File: src/sv/i2cwr_pkg.sv
// Shared constants and helper functions for the I2C write-then-read sequencer.
`timescale 1ns / 1ps
`default_nettype none
package i2cwr_pkg;

	// Limits of the transaction.
	localparam int MAX_WRITE = 4;
	localparam int READ_MAX  = 32;

	// Bus command codes issued on each step.
	localparam logic [2:0] CMD_NONE   = 3'd0;
	localparam logic [2:0] CMD_START  = 3'd1;
	localparam logic [2:0] CMD_TX     = 3'd2;
	localparam logic [2:0] CMD_RSTART = 3'd3;
	localparam logic [2:0] CMD_RCEN   = 3'd4;
	localparam logic [2:0] CMD_ACK    = 3'd5;
	localparam logic [2:0] CMD_NACK   = 3'd6;
	localparam logic [2:0] CMD_STOP   = 3'd7;

	// Configuration register indexes.
	localparam logic [2:0] REG_WRITE_ADDRESS    = 3'd0;
	localparam logic [2:0] REG_READ_ADDRESS     = 3'd1;
	localparam logic [2:0] REG_WRITE_LENGTH     = 3'd2;
	localparam logic [2:0] REG_WRITE_BYTE_ZERO  = 3'd3;
	localparam logic [2:0] REG_WRITE_BYTE_ONE   = 3'd4;
	localparam logic [2:0] REG_WRITE_BYTE_TWO   = 3'd5;
	localparam logic [2:0] REG_WRITE_BYTE_THREE = 3'd6;
	localparam logic [2:0] REG_READ_CAPACITY    = 3'd7;

	// Read capacity with zero taken as one and large values clipped.
	function automatic logic [5:0] eff_capacity(input logic [5:0] cap);
		logic [5:0] c;
		c = cap;
		if (c == 6'd0) begin
			c = 6'd1;
		end
		if (c > 6'(READ_MAX)) begin
			c = 6'(READ_MAX);
		end
		return c;
	endfunction

	// Write length with zero taken as one and large values clipped.
	function automatic logic [2:0] eff_write_length(input logic [2:0] len);
		logic [2:0] w;
		w = len;
		if (w == 3'd0) begin
			w = 3'd1;
		end
		if (w > 3'(MAX_WRITE)) begin
			w = 3'(MAX_WRITE);
		end
		return w;
	endfunction

endpackage
`default_nettype wire

File: src/sv/i2c_write_read_length_prefixed.sv
// Top level of the I2C write-then-read sequencer with a length-prefixed read.
// An input item is held in the input register and its result in the output register.
// One item per cycle while the output is not stalled; the sequencer takes one step per item.
// The input register frees itself whenever the output register is empty or being drained.
// Reset (arst_n low, asynchronous) empties both stages, sets the sequencer to idle and
// returns every configuration register to its documented default.
`timescale 1ns / 1ps
`default_nettype none
module i2c_write_read_length_prefixed (
	input  wire logic       clk,
	input  wire logic       arst_n,
	// Configuration write port.
	input  wire logic       cfg_we,
	input  wire logic [2:0] cfg_index,
	input  wire logic [7:0] cfg_data,
	// Input channel: one bus-completion event per item.
	input  wire logic       in_valid,
	output logic            in_stall,
	input  wire logic       nack_seen,
	input  wire logic [7:0] rx_byte,
	// Output channel: one command item per event.
	output logic            out_valid,
	input  wire logic       out_stall,
	output logic [2:0]      bus_command,
	output logic [7:0]      tx_byte,
	output logic            rx_store,
	output logic [4:0]      rx_index,
	output logic [7:0]      rx_data,
	output logic [5:0]      read_length,
	output logic            error_no_ack,
	output logic            done_res
);
	import i2cwr_pkg::*;

	// Sequencer phases. Codes not listed here behave as idle.
	typedef enum logic [3:0] {
		PH_IDLE   = 4'd0,
		PH_WADDR  = 4'd2,
		PH_WDATA  = 4'd3,
		PH_RSTART = 4'd4,
		PH_RADDR  = 4'd5,
		PH_RCEN   = 4'd6,
		PH_RECV   = 4'd7,
		PH_STOP   = 4'd8,
		PH_DONE   = 4'd9
	} phase_t;

	// Configuration registers.
	logic [7:0] write_address_q;
	logic [7:0] read_address_q;
	logic [2:0] write_length_q;
	logic [7:0] write_bytes_q [MAX_WRITE];
	logic [5:0] read_capacity_q;

	// Sequencer state.
	phase_t     phase_q;
	logic [5:0] byte_count_q;
	logic [5:0] clamped_q;
	logic       error_q;

	// Input stage.
	logic       valid_s1;
	logic       nack_s1;
	logic [7:0] rx_s1;

	// Output stage.
	logic       valid_s2;
	logic [2:0] cmd_s2;
	logic [7:0] tx_s2;
	logic       store_s2;
	logic [4:0] idx_s2;
	logic [7:0] data_s2;
	logic [5:0] len_s2;
	logic       err_s2;
	logic       done_s2;

	// The item in the input stage moves on when the output stage is free or being taken.
	logic advance;
	logic in_accept;

	assign advance   = valid_s1 && (!valid_s2 || !out_stall);
	assign in_stall  = valid_s1 && !advance;
	assign in_accept = in_valid && !in_stall;

	// Next-state and result logic for one step.
	phase_t     phase_n;
	logic [5:0] count_n;
	logic [5:0] clamp_n;
	logic       err_n;
	logic [2:0] cmd_n;
	logic [7:0] tx_n;
	logic       store_n;
	logic [4:0] idx_n;
	logic [7:0] data_n;
	logic       done_n;
	logic [8:0] prefix_len;

	assign prefix_len = {1'b0, rx_s1} + 9'd1;

	always_comb begin
		phase_n = phase_q;
		count_n = byte_count_q;
		clamp_n = clamped_q;
		err_n   = error_q;
		cmd_n   = CMD_NONE;
		tx_n    = 8'd0;
		store_n = 1'b0;
		idx_n   = 5'd0;
		data_n  = 8'd0;
		done_n  = 1'b0;
		case (phase_q)
			PH_WADDR: begin
				cmd_n   = CMD_TX;
				tx_n    = write_address_q;
				phase_n = PH_WDATA;
			end
			PH_WDATA: begin
				if (nack_s1) begin
					err_n   = 1'b1;
					cmd_n   = CMD_STOP;
					phase_n = PH_DONE;
				end else begin
					cmd_n = CMD_TX;
					if (byte_count_q < 6'(MAX_WRITE)) begin
						tx_n = write_bytes_q[byte_count_q[1:0]];
					end
					count_n = byte_count_q + 6'd1;
					if (count_n >= {3'd0, eff_write_length(write_length_q)}) begin
						phase_n = PH_RSTART;
					end
				end
			end
			PH_RSTART: begin
				if (nack_s1) begin
					err_n   = 1'b1;
					cmd_n   = CMD_STOP;
					phase_n = PH_DONE;
				end else begin
					cmd_n   = CMD_RSTART;
					phase_n = PH_RADDR;
				end
			end
			PH_RADDR: begin
				cmd_n   = CMD_TX;
				tx_n    = read_address_q;
				count_n = 6'd0;
				phase_n = PH_RCEN;
			end
			PH_RCEN: begin
				if (nack_s1) begin
					err_n   = 1'b1;
					cmd_n   = CMD_STOP;
					phase_n = PH_DONE;
				end else begin
					cmd_n   = CMD_RCEN;
					phase_n = PH_RECV;
				end
			end
			PH_RECV: begin
				store_n = 1'b1;
				idx_n   = byte_count_q[4:0];
				data_n  = rx_s1;
				count_n = byte_count_q + 6'd1;
				// The first byte read is the length prefix; it can only shorten the read.
				if ((count_n == 6'd1) && (prefix_len < {3'd0, clamped_q})) begin
					clamp_n = prefix_len[5:0];
				end
				if (count_n >= clamp_n) begin
					cmd_n   = CMD_NACK;
					phase_n = PH_STOP;
				end else begin
					cmd_n   = CMD_ACK;
					phase_n = PH_RCEN;
				end
			end
			PH_STOP: begin
				cmd_n   = CMD_STOP;
				phase_n = PH_DONE;
			end
			PH_DONE: begin
				done_n  = 1'b1;
				phase_n = PH_IDLE;
			end
			default: begin
				// Idle, or any unused code: open a new transaction with a start.
				count_n = 6'd0;
				err_n   = 1'b0;
				clamp_n = eff_capacity(read_capacity_q);
				cmd_n   = CMD_START;
				phase_n = PH_WADDR;
			end
		endcase
	end

	// Configuration registers.
	always_ff @(posedge clk or negedge arst_n) begin
		if (!arst_n) begin
			write_address_q  <= 8'd0;
			read_address_q   <= 8'd1;
			write_length_q   <= 3'd1;
			write_bytes_q[0] <= 8'd0;
			write_bytes_q[1] <= 8'd0;
			write_bytes_q[2] <= 8'd0;
			write_bytes_q[3] <= 8'd0;
			read_capacity_q  <= 6'(READ_MAX);
		end else if (cfg_we) begin
			case (cfg_index)
				REG_WRITE_ADDRESS:    write_address_q  <= cfg_data;
				REG_READ_ADDRESS:     read_address_q   <= cfg_data;
				REG_WRITE_LENGTH:     write_length_q   <= cfg_data[2:0];
				REG_WRITE_BYTE_ZERO:  write_bytes_q[0] <= cfg_data;
				REG_WRITE_BYTE_ONE:   write_bytes_q[1] <= cfg_data;
				REG_WRITE_BYTE_TWO:   write_bytes_q[2] <= cfg_data;
				REG_WRITE_BYTE_THREE: write_bytes_q[3] <= cfg_data;
				REG_READ_CAPACITY:    read_capacity_q  <= cfg_data[5:0];
				default: ;
			endcase
		end
	end

	// Sequencer state advances once per item leaving the input stage.
	always_ff @(posedge clk or negedge arst_n) begin
		if (!arst_n) begin
			phase_q      <= PH_IDLE;
			byte_count_q <= 6'd0;
			clamped_q    <= 6'(READ_MAX);
			error_q      <= 1'b0;
		end else if (advance) begin
			phase_q      <= phase_n;
			byte_count_q <= count_n;
			clamped_q    <= clamp_n;
			error_q      <= err_n;
		end
	end

	// Input stage.
	always_ff @(posedge clk or negedge arst_n) begin
		if (!arst_n) begin
			valid_s1 <= 1'b0;
		end else if (in_accept) begin
			valid_s1 <= 1'b1;
		end else if (advance) begin
			valid_s1 <= 1'b0;
		end
	end

	always_ff @(posedge clk) begin
		if (in_accept) begin
			nack_s1 <= nack_seen;
			rx_s1   <= rx_byte;
		end
	end

	// Output stage.
	always_ff @(posedge clk or negedge arst_n) begin
		if (!arst_n) begin
			valid_s2 <= 1'b0;
		end else if (advance) begin
			valid_s2 <= 1'b1;
		end else if (!out_stall) begin
			valid_s2 <= 1'b0;
		end
	end

	always_ff @(posedge clk) begin
		if (advance) begin
			cmd_s2   <= cmd_n;
			tx_s2    <= tx_n;
			store_s2 <= store_n;
			idx_s2   <= idx_n;
			data_s2  <= data_n;
			len_s2   <= clamp_n;
			err_s2   <= err_n;
			done_s2  <= done_n;
		end
	end

	assign out_valid    = valid_s2;
	assign bus_command  = cmd_s2;
	assign tx_byte      = tx_s2;
	assign rx_store     = store_s2;
	assign rx_index     = idx_s2;
	assign rx_data      = data_s2;
	assign read_length  = len_s2;
	assign error_no_ack = err_s2;
	assign done_res     = done_s2;

`ifndef ASSERT_OFF
	// A finished step moves into the output stage.
	a_advance_fills_output: assert property (@(posedge clk) disable iff (!arst_n)
		advance |=> valid_s2)
		else $error("advanced item did not reach the output stage");

	// A held input item is not dropped.
	a_held_item_kept: assert property (@(posedge clk) disable iff (!arst_n)
		(valid_s1 && !advance) |=> valid_s1)
		else $error("held input item was lost");

	// The completion step carries no bus command.
	a_done_no_command: assert property (@(posedge clk) disable iff (!arst_n)
		(valid_s2 && done_s2) |-> (cmd_s2 == CMD_NONE))
		else $error("completion step issued a bus command");

	// A stored read byte always comes with an ack or a nack.
	a_store_with_ack: assert property (@(posedge clk) disable iff (!arst_n)
		(valid_s2 && store_s2) |-> ((cmd_s2 == CMD_ACK) || (cmd_s2 == CMD_NACK)))
		else $error("read byte stored without ack or nack");

	// The clamped read length stays within one and the capacity limit.
	a_length_in_range: assert property (@(posedge clk) disable iff (!arst_n)
		(clamped_q >= 6'd1) && (clamped_q <= 6'(READ_MAX)))
		else $error("clamped read length out of range");
`endif

endmodule
`default_nettype wire

File: config.mk
export PLATFORM = sky130hd
export DESIGN_NAME = i2c_write_read_length_prefixed
export DESIGN_NICKNAME = d
export VERILOG_FILES = /design/src/sv/i2cwr_pkg.sv /design/src/sv/i2c_write_read_length_prefixed.sv
export SDC_FILE = /design/constraint.sdc
export NUM_CORES = 1
export LEC_CHECK = 0
export BUFFER_PORTS_ARGS = -buffer_cell sky130_fd_sc_hd__buf_2
export CORE_ASPECT_RATIO = 0.5
export CORE_MARGIN = 2
export CORE_UTILIZATION = 50
export CTS_CLUSTER_SIZE = 8
export DETAILED_ROUTE_END_ITERATION = 8
export PLACE_DENSITY = 0.69
export SYNTH_ARGS = -nofsm -noshare
export SYNTH_HDL_FRONTEND = slang
export SYNTH_SLANG_ARGS = --single-unit
File: constraint.sdc
create_clock -name clk -period 4.94 [get_ports clk]
set_input_delay 0.988 -clock clk [delete_from_list [all_inputs] [get_ports clk]]
set_output_delay 0.988 -clock clk [all_outputs]
set_load 0.05 [all_outputs]
==> run_results.csv, run 1 <==
group,metric,value,unit
global_routing,top_usage_layer,"met2",
worst_setup_path,cp_data_required_time,5.24,ns
logic_synthesis,synth_enable_flop_cells,42,
timing,finalCritPeriodShare,83.8,%
logic_synthesis,async_flop_share,64.4,%
detailed_routing,via_per_inst,5.85,
placed_design,place_area,6240,µm²
worst_setup_path,criticalPathCategory,"register to register",
logic_synthesis,syn_nets,507,
cells_and_area,final_area,6800,µm²
outcome,outcome,"complete, no violations",
logic_synthesis,ys_types,59,
die,fp-row-count,27,
worst_setup_path,crit_fanout,14,
die,start_util,52.1,%
logic_synthesis,synth_compound_area_share,11.2,%
timing,max_freq,242,MHz
die,die_h,80.2,µm
global_routing,grt_use_met3,5.18,%
clocking,cts-root-buf,"clkbuf_16",
global_routing,grt_antenna_before_repair,0,
logic_synthesis,synthSimpleGateAreaFrac,10.0,%
power,power_density,556,nW/µm²
die,io_pins,60,
logic_synthesis,synth_commonest_cells,"dfrtp_1, mux2_2, edfxtp_1",
global_routing,grt_max_degree,51,
worst_setup_path,rrSetupSlack,0.80,ns
timing,min_period,4.14,ns
global_routing,track_usage,22.5,%
clocking,cts_tree,"yes",
logic_synthesis,syn-cell-area,5800,µm²
logic_synthesis,synth_flop_cell,"dfrtp_1",
detailed_routing,ant_nets,0,
logic_synthesis,synthTopCellsByArea,"dfrtp_1, edfxtp_1, mux2_2, ha_1, mux4_2",
clocking,cts.sinks,118,
logic_synthesis,ys_ff_latch,118,
worst_setup_path,rr_worst_depth,13,
logic_synthesis,muxShareOfSynthArea,15.8,%
clocking,cts_buffers,17,
cells_and_area,syn_to_final_growth,17.1,%
timing,finalSetupTns,0,ns
die,die_area,12500,µm²
worst_setup_path,startpoint_type,"register",
power,peakVddDrop,0.255,mV
worst_setup_path,arrival,4.44,ns
placed_design,place_congestion,0.861,
global_routing,overflow,0,
detailed_routing,totalWireLength,13000,µm
logic_synthesis,synthAdderAreaFrac,3.66,%
min_path,min_path_cells,1,
clocking,path_clk_slew,0.06,ns
run,maxCapViolCount,0,
worst_setup_path,endpoint_kind,"register",
detailed_routing,drc_errors,0,
cells_and_area,diodes,0,
timing,clock_skew,0.00487,ns
detailed_routing,drt_pass1_iterations,5,
logic_synthesis,synth_cells,465,
global_routing,grt_pass1_vias,3857,
logic_synthesis,yosysMostFrequentCell,"dfrtp_1",
timing,drv_slew,0,
placed_design,port_buffers,59,
timing,hold_viol_final,0,
cells_and_area,multi_input_area,2440,µm²
cells_and_area,drive_above_1_share,31.7,%
detailed_routing,drtIter0Drc,429,
cells_and_area,fillCellCount,879,
global_routing,grt_pass1_wl,20900,µm
clocking,clock_latency,0.41,ns
detailed_routing,via_count,4020,
timing,finalSetupViolations,0,
global_routing,use_met1,32.5,%
logic_synthesis,synth_top_area_share,31.0,%
logic_synthesis,syn_area_per_cell,12.5,µm²
logic_synthesis,synth_top_family_by_area,"multiplexers",
clocking,post-cts-setup-buffer-count,0,
timing,maxSlewHeadroom,30.3,%
placed_design,dpl.hpwl,8580,µm
clocking,clk_path_buf_depth,2,
detailed_routing,route.detailed.wl_per_inst,18.9,µm
clocking,post_cts_resized,0,
cells_and_area,seq_area,3170,µm²
logic_synthesis,yosys.area_share.xor_xnor,1.34,%
min_path,min_path_type,"register to register",
clocking,ctsHoldBuffers,0,
clocking,htree_levels,4,
global_routing,grt_use_met2,33.0,%
logic_synthesis,yosysTopAreaCell,"dfrtp_1",
logic_synthesis,ys_warn_count,0,
die,core,11100,µm²
timing,max_slew.worst_pin.slew,1.04,ns
die,die_w,156,µm
timing,rsz0062_at_grt,"no",
logic_synthesis,seq_area_frac_synth,54.6,%
power,leakagePower,2.96,nW
cells_and_area,nets,571,
cell families after synthesis:
group,Yosys count
simple gates,103
xor+xnor,8
compound gates,98
fa+ha+maj,17
buf+inv,48
mux,73
flops,118
critical path: stages, from the launching register on:
cell and delay [ns]:
dfrtp_1 0.83, ha_1 0.42, xor2_2 0.15, nor4b_4 0.25
a21boi_2 0.24, nand4_4 0.20, mux2_4 0.36, ha_1 0.28
nand2b_1 0.10, a31oi_1 0.10, o21ai_1 0.35, a21oi_1 0.12
or3_1 0.34, a221oi_1 0.28
report_power, final:
group / internal, mW / switching (mW) / leakage, nW
sequential: 1.26 / 0.194 / 1.34
combinational: 0.457 / 0.710 / 1.35
clock: 0.715 / 0.442 / 0.269
total: 2.43 / 1.35 / 2.96
cell usage in the layout (no fill, tap or decap), types with 3 or more instances in the layout:
| cell | Yosys | routed |
|---|---|---|
| nor3b_1 | 3 | 3 |
| ha_1 | 17 | 17 |
| and3_1 | 13 | 13 |
| nor4_1 | 4 | 4 |
| edfxtp_1 | 42 | 42 |
| xnor2_1 | 5 | 5 |
| a22oi_1 | 9 | 9 |
| nor3_1 | 5 | 5 |
| mux4_2 | 8 | 8 |
| buf_4 | 0 | 6 |
| o31ai_1 | 3 | 3 |
| o2bb2ai_1 | 6 | 6 |
| a22o_1 | 3 | 3 |
| nand2b_1 | 6 | 6 |
| o21ai_0 | 19 | 19 |
| clkinv_4 | 0 | 3 |
| mux2_2 | 56 | 56 |
| nor2_1 | 16 | 16 |
| a21oi_1 | 18 | 18 |
| or3_1 | 3 | 3 |
| a21o_1 | 5 | 5 |
| dfstp_2 | 4 | 4 |
| dfrtp_1 | 72 | 72 |
| buf_2 | 5 | 59 |
| nand2_1 | 23 | 23 |
| clkinvlp_4 | 0 | 3 |
| mux2i_1 | 7 | 7 |
| o21ai_1 | 5 | 5 |
| clkinv_2 | 0 | 4 |
| nand3_1 | 14 | 14 |
| o21bai_1 | 3 | 3 |
| a31oi_1 | 8 | 8 |
| nand4b_1 | 3 | 3 |
| inv_1 | 28 | 28 |
| clkbuf_16 | 0 | 18 |
worst paths after layout:
| check | end | start |
|---|---|---|
| max | phase_q[3]$_DFFE_PN0P_ | byte_count_q[0]$_DFFE_PN0P_ |
| min | out_valid$_DFFE_PN0P_ | valid_s1$_DFFE_PN0P_ |
| max reg2reg | phase_q[3]$_DFFE_PN0P_ | byte_count_q[0]$_DFFE_PN0P_ |
| min reg2reg | out_valid$_DFFE_PN0P_ | valid_s1$_DFFE_PN0P_ |
| max in group asynchronous | clamped_q[4]$_DFFE_PN0P_ | arst_n |
| min in group asynchronous | write_bytes_q[15]$_DFFE_PN0P_ | arst_n |
per-stage QoR:
| step | setup WS, ns | hold WS (ns) | std cells | power [mW] | utilization (%) |
|---|---|---|---|---|---|
| 6_report | 0.801 | 0.493 | 687 | 3.78 | 61.0 |
| 5_1_grt | 0.403 | 0.519 | 687 | 3.98 | 61.0 |
| 4_1_cts | 0.750 | 0.496 | 687 | 3.78 | 61.0 |
| 3_5_place_dp | 0.823 | 0.488 | 655 | 2.61 | 55.9 |
| 3_3_place_gp | 0.994 | 0.469 | 655 | 2.59 | 55.9 |
| 2_1_floorplan | 1.48 | 0.457 | 465 | 2.30 | - |
layout make-up:
cell class,instances,share of cell area (%)
clock buffers,19,6.68
clock inverters,13,1.56
inverters,28,1.55
multi-input cells,299,35.9
flip-flops and latches,118,46.6
well taps,145,2.67
repair buffers,65,5.01
layer usage:
layer	routed length (µm)	part of all wire (%)
met1	6320	49
met2	5680	44
met3	741	5.7
met4	255	2.0
met5	0	0
flip-flops by register name, indices dropped and copies added, names as in the netlist, 4 cells and up:
register	flops
tx_byte	8
phase_q	4
byte_count_q	6
rx_index	5
write_address_q	8
read_capacity_q	6
clamped_q	6
rx_s1	8
read_length	6
read_address_q	8
rx_data	8
write_bytes_q	32
No activity file was read; power rests on OpenSTA's default activity.
==> run 2: changes to the inputs <==
PLACE_DENSITY = 0.72   (was 0.69)
clock period = 3.4 ns   (was 4.94 ns; I/O delays follow)
==> run 2 against run 1 <==
Net effect:
- clock skew rose by 0.0021 ns
- setup slack got worse by 0.92 ns
- the run now ends with setup timing left
- combinational power rose by 69%
- design area rose by 6.6%
- clock power rose by 51%
==> run_results.csv, run 2 (same netlist as run 1, synthesis figures left out) <==
group,metric,value,unit
outcome,violations,"setup timing",
timing,whs,0.377,ns
detailed_routing,via_count,4142,
cells_and_area,fin_cells,721,
detailed_routing,via_per_inst,5.74,
worst_setup_path,cp_data_required_time,3.55,ns
timing,min_period,3.52,ns
timing,max_freq,284,MHz
die,fp-row-count,27,
timing,finalCritPeriodShare,103,%
clocking,path_clk_slew,0.06,ns
die,start_util,52.1,%
global_routing,grt_max_degree,40,
timing,maxSlewHeadroom,42.3,%
cells_and_area,largest_reg_flops,32,
die,die_h,80.2,µm
placed_design,dp_cells,679,
placed_design,place_area,6430,µm²
timing,rsz0062_at_grt,"yes",
clocking,cts-root-buf,"clkbuf_16",
cells_and_area,largest_register,"write_bytes_q",
clocking,clk_path_buf_depth,2,
min_path,min_path_type,"input pin to async pin",
timing,drv_slew,0,
detailed_routing,drc_errors,0,
die,core,11100,µm²
cells_and_area,drive_above_1_share,39.6,%
detailed_routing,drt_pass1_iterations,4,
timing,hold_viol_final,0,
cells_and_area,nets,605,
global_routing,grt_pass1_wl,21000,µm
clocking,cts_tree,"yes",
power,leakagePower,3.16,nW
die,io_pins,60,
global_routing,track_usage,22.2,%
placed_design,dpl.hpwl,8720,µm
cells_and_area,diodes,0,
placed_design,port_buffers,59,
die,die_w,156,µm
global_routing,overflow,0,
timing,finalSetupTns,-0.248,ns
clocking,ctsHoldBuffers,0,
timing,clock_skew,0.00699,ns
global_routing,grt_pass1_vias,4076,
detailed_routing,totalWireLength,13000,µm
run,maxCapViolCount,0,
clocking,clock_latency,0.41,ns
power,peakVddDrop,0.335,mV
timing,layout_setup_ws,-0.117,ns
worst_setup_path,crit_fanout,5,
clocking,cts.sinks,118,
outcome,outcome,"finished, violations left",
detailed_routing,drtIter0Drc,249,
cells_and_area,syn_to_final_growth,24.8,%
power,power_density,803,nW/µm²
cells_and_area,mostFrequentLayoutCell,"dfrtp_1",
global_routing,grt_antenna_before_repair,0,
detailed_routing,ant_nets,0,
worst_setup_path,criticalPathCategory,"register to register",
clocking,cts_buffers,17,
worst_setup_path,endpoint_kind,"register",
placed_design,place_congestion,0.880,
cells_and_area,layout_common_cells,"dfrtp_1, buf_2, mux2_2",
clocking,htree_levels,4,
timing,finalSetupViolations,3,
timing,max_slew.worst_pin.slew,0.865,ns
detailed_routing,route.detailed.wl_per_inst,18.0,µm
cells_and_area,final_area,7240,µm²
die,die_area,12500,µm²
worst_setup_path,startpoint_type,"register",
worst_setup_path,arrival,3.67,ns
==> run 2: changes by cell type in the layout (fill, tap and decap cells not counted), moves of 3 or more <==
cell        previous run  this run
buf_4                  6        38
clkinv_2               4         1
clkinvlp_4             3         0
ha_1                  17        14
inv_4                  0         3
inv_6                  0         3
mux2i_1                7         4
==> run 2: area by class of cell <==
type                    count  area (µm²)
flip-flops and latches    118        3170
clock inverters            12         115
repair buffers             99         612
inverters                  28         105
multi-input cells         299        2590
clock buffers              20         468
well taps                 145         181
fillers                   820        3900
==> run 2: timing repair <==
action | 4_1_cts | 5_1_grt
buffers inserted | 8 | 2
endpoints found under the hold margin | 0 | 0
resized for setup | 21 | 6
setup endpoints to repair | 5 | 5
pin swaps | 18 | 4
==> run 2: worst max-delay path: stages, from the launching register on <==
cell	delay (ns)
edfxtp_1	0.46
nand3_2	0.14
nor2_4	0.04
xor2_2	0.15
ha_2	0.21
nor4b_4	0.31
a21boi_4	0.24
nand4_4	0.17
mux2i_2	0.27
ha_1	0.29
a21o_1	0.19
a31oi_2	0.17
o21ai_2	0.10
nand2_1	0.07
a21oi_1	0.07
or3_1	0.37
==> run 2: power by group <==
part	switching [mW]	leakage [nW]	internal [mW]	total (mW)
combinational	1.13	1.53	0.854	1.98
sequential	0.251	1.34	1.83	2.08
clock	0.675	0.292	1.08	1.75
==> run 2: final timing paths <==
check / start / end / slack [ns] / depth (start not counted)
min reg2reg: write_bytes_q[14]$_DFFE_PN0P_ / write_bytes_q[14]$_DFFE_PN0P_ / 0.50 / 1
max in group asynchronous: arst_n / clamped_q[5]$_DFFE_PN1P_ / 2.25 / 2
min: arst_n / write_bytes_q[17]$_DFFE_PN0P_ / 0.38 / 1
max: rx_s1[0]$_DFFE_PP_ / bus_command[1]$_DFFE_PP_ / -0.12 / 15
max reg2reg: rx_s1[0]$_DFFE_PP_ / bus_command[1]$_DFFE_PP_ / -0.12 / 15
min in group clk: rx_byte[0] / rx_s1[0]$_DFFE_PP_ / 0.45 / 1
==> run 2: metrics by stage <==
stage | util (%) | setup slack (ns) | power (mW)
after global placement | 57.7 | -0.0244 | 3.84
after floorplan | - | 0.00189 | 3.35
after CTS | 64.6 | -0.0323 | 5.77
after global routing | 65.0 | -0.331 | 6.12
after detailed placement | 57.7 | -0.111 | 3.88
final | 65.0 | -0.117 | 5.82
==> run 2: routing by layer <==
layer  share of wire (%)  wire length, µm  global-route usage (%)
met3                 6.5              842                    6.64
met4                 1.3              172                    7.43
met1                  46             6010                    29.7
met5                   0                0                       0
met2                  46             5930                    34.8
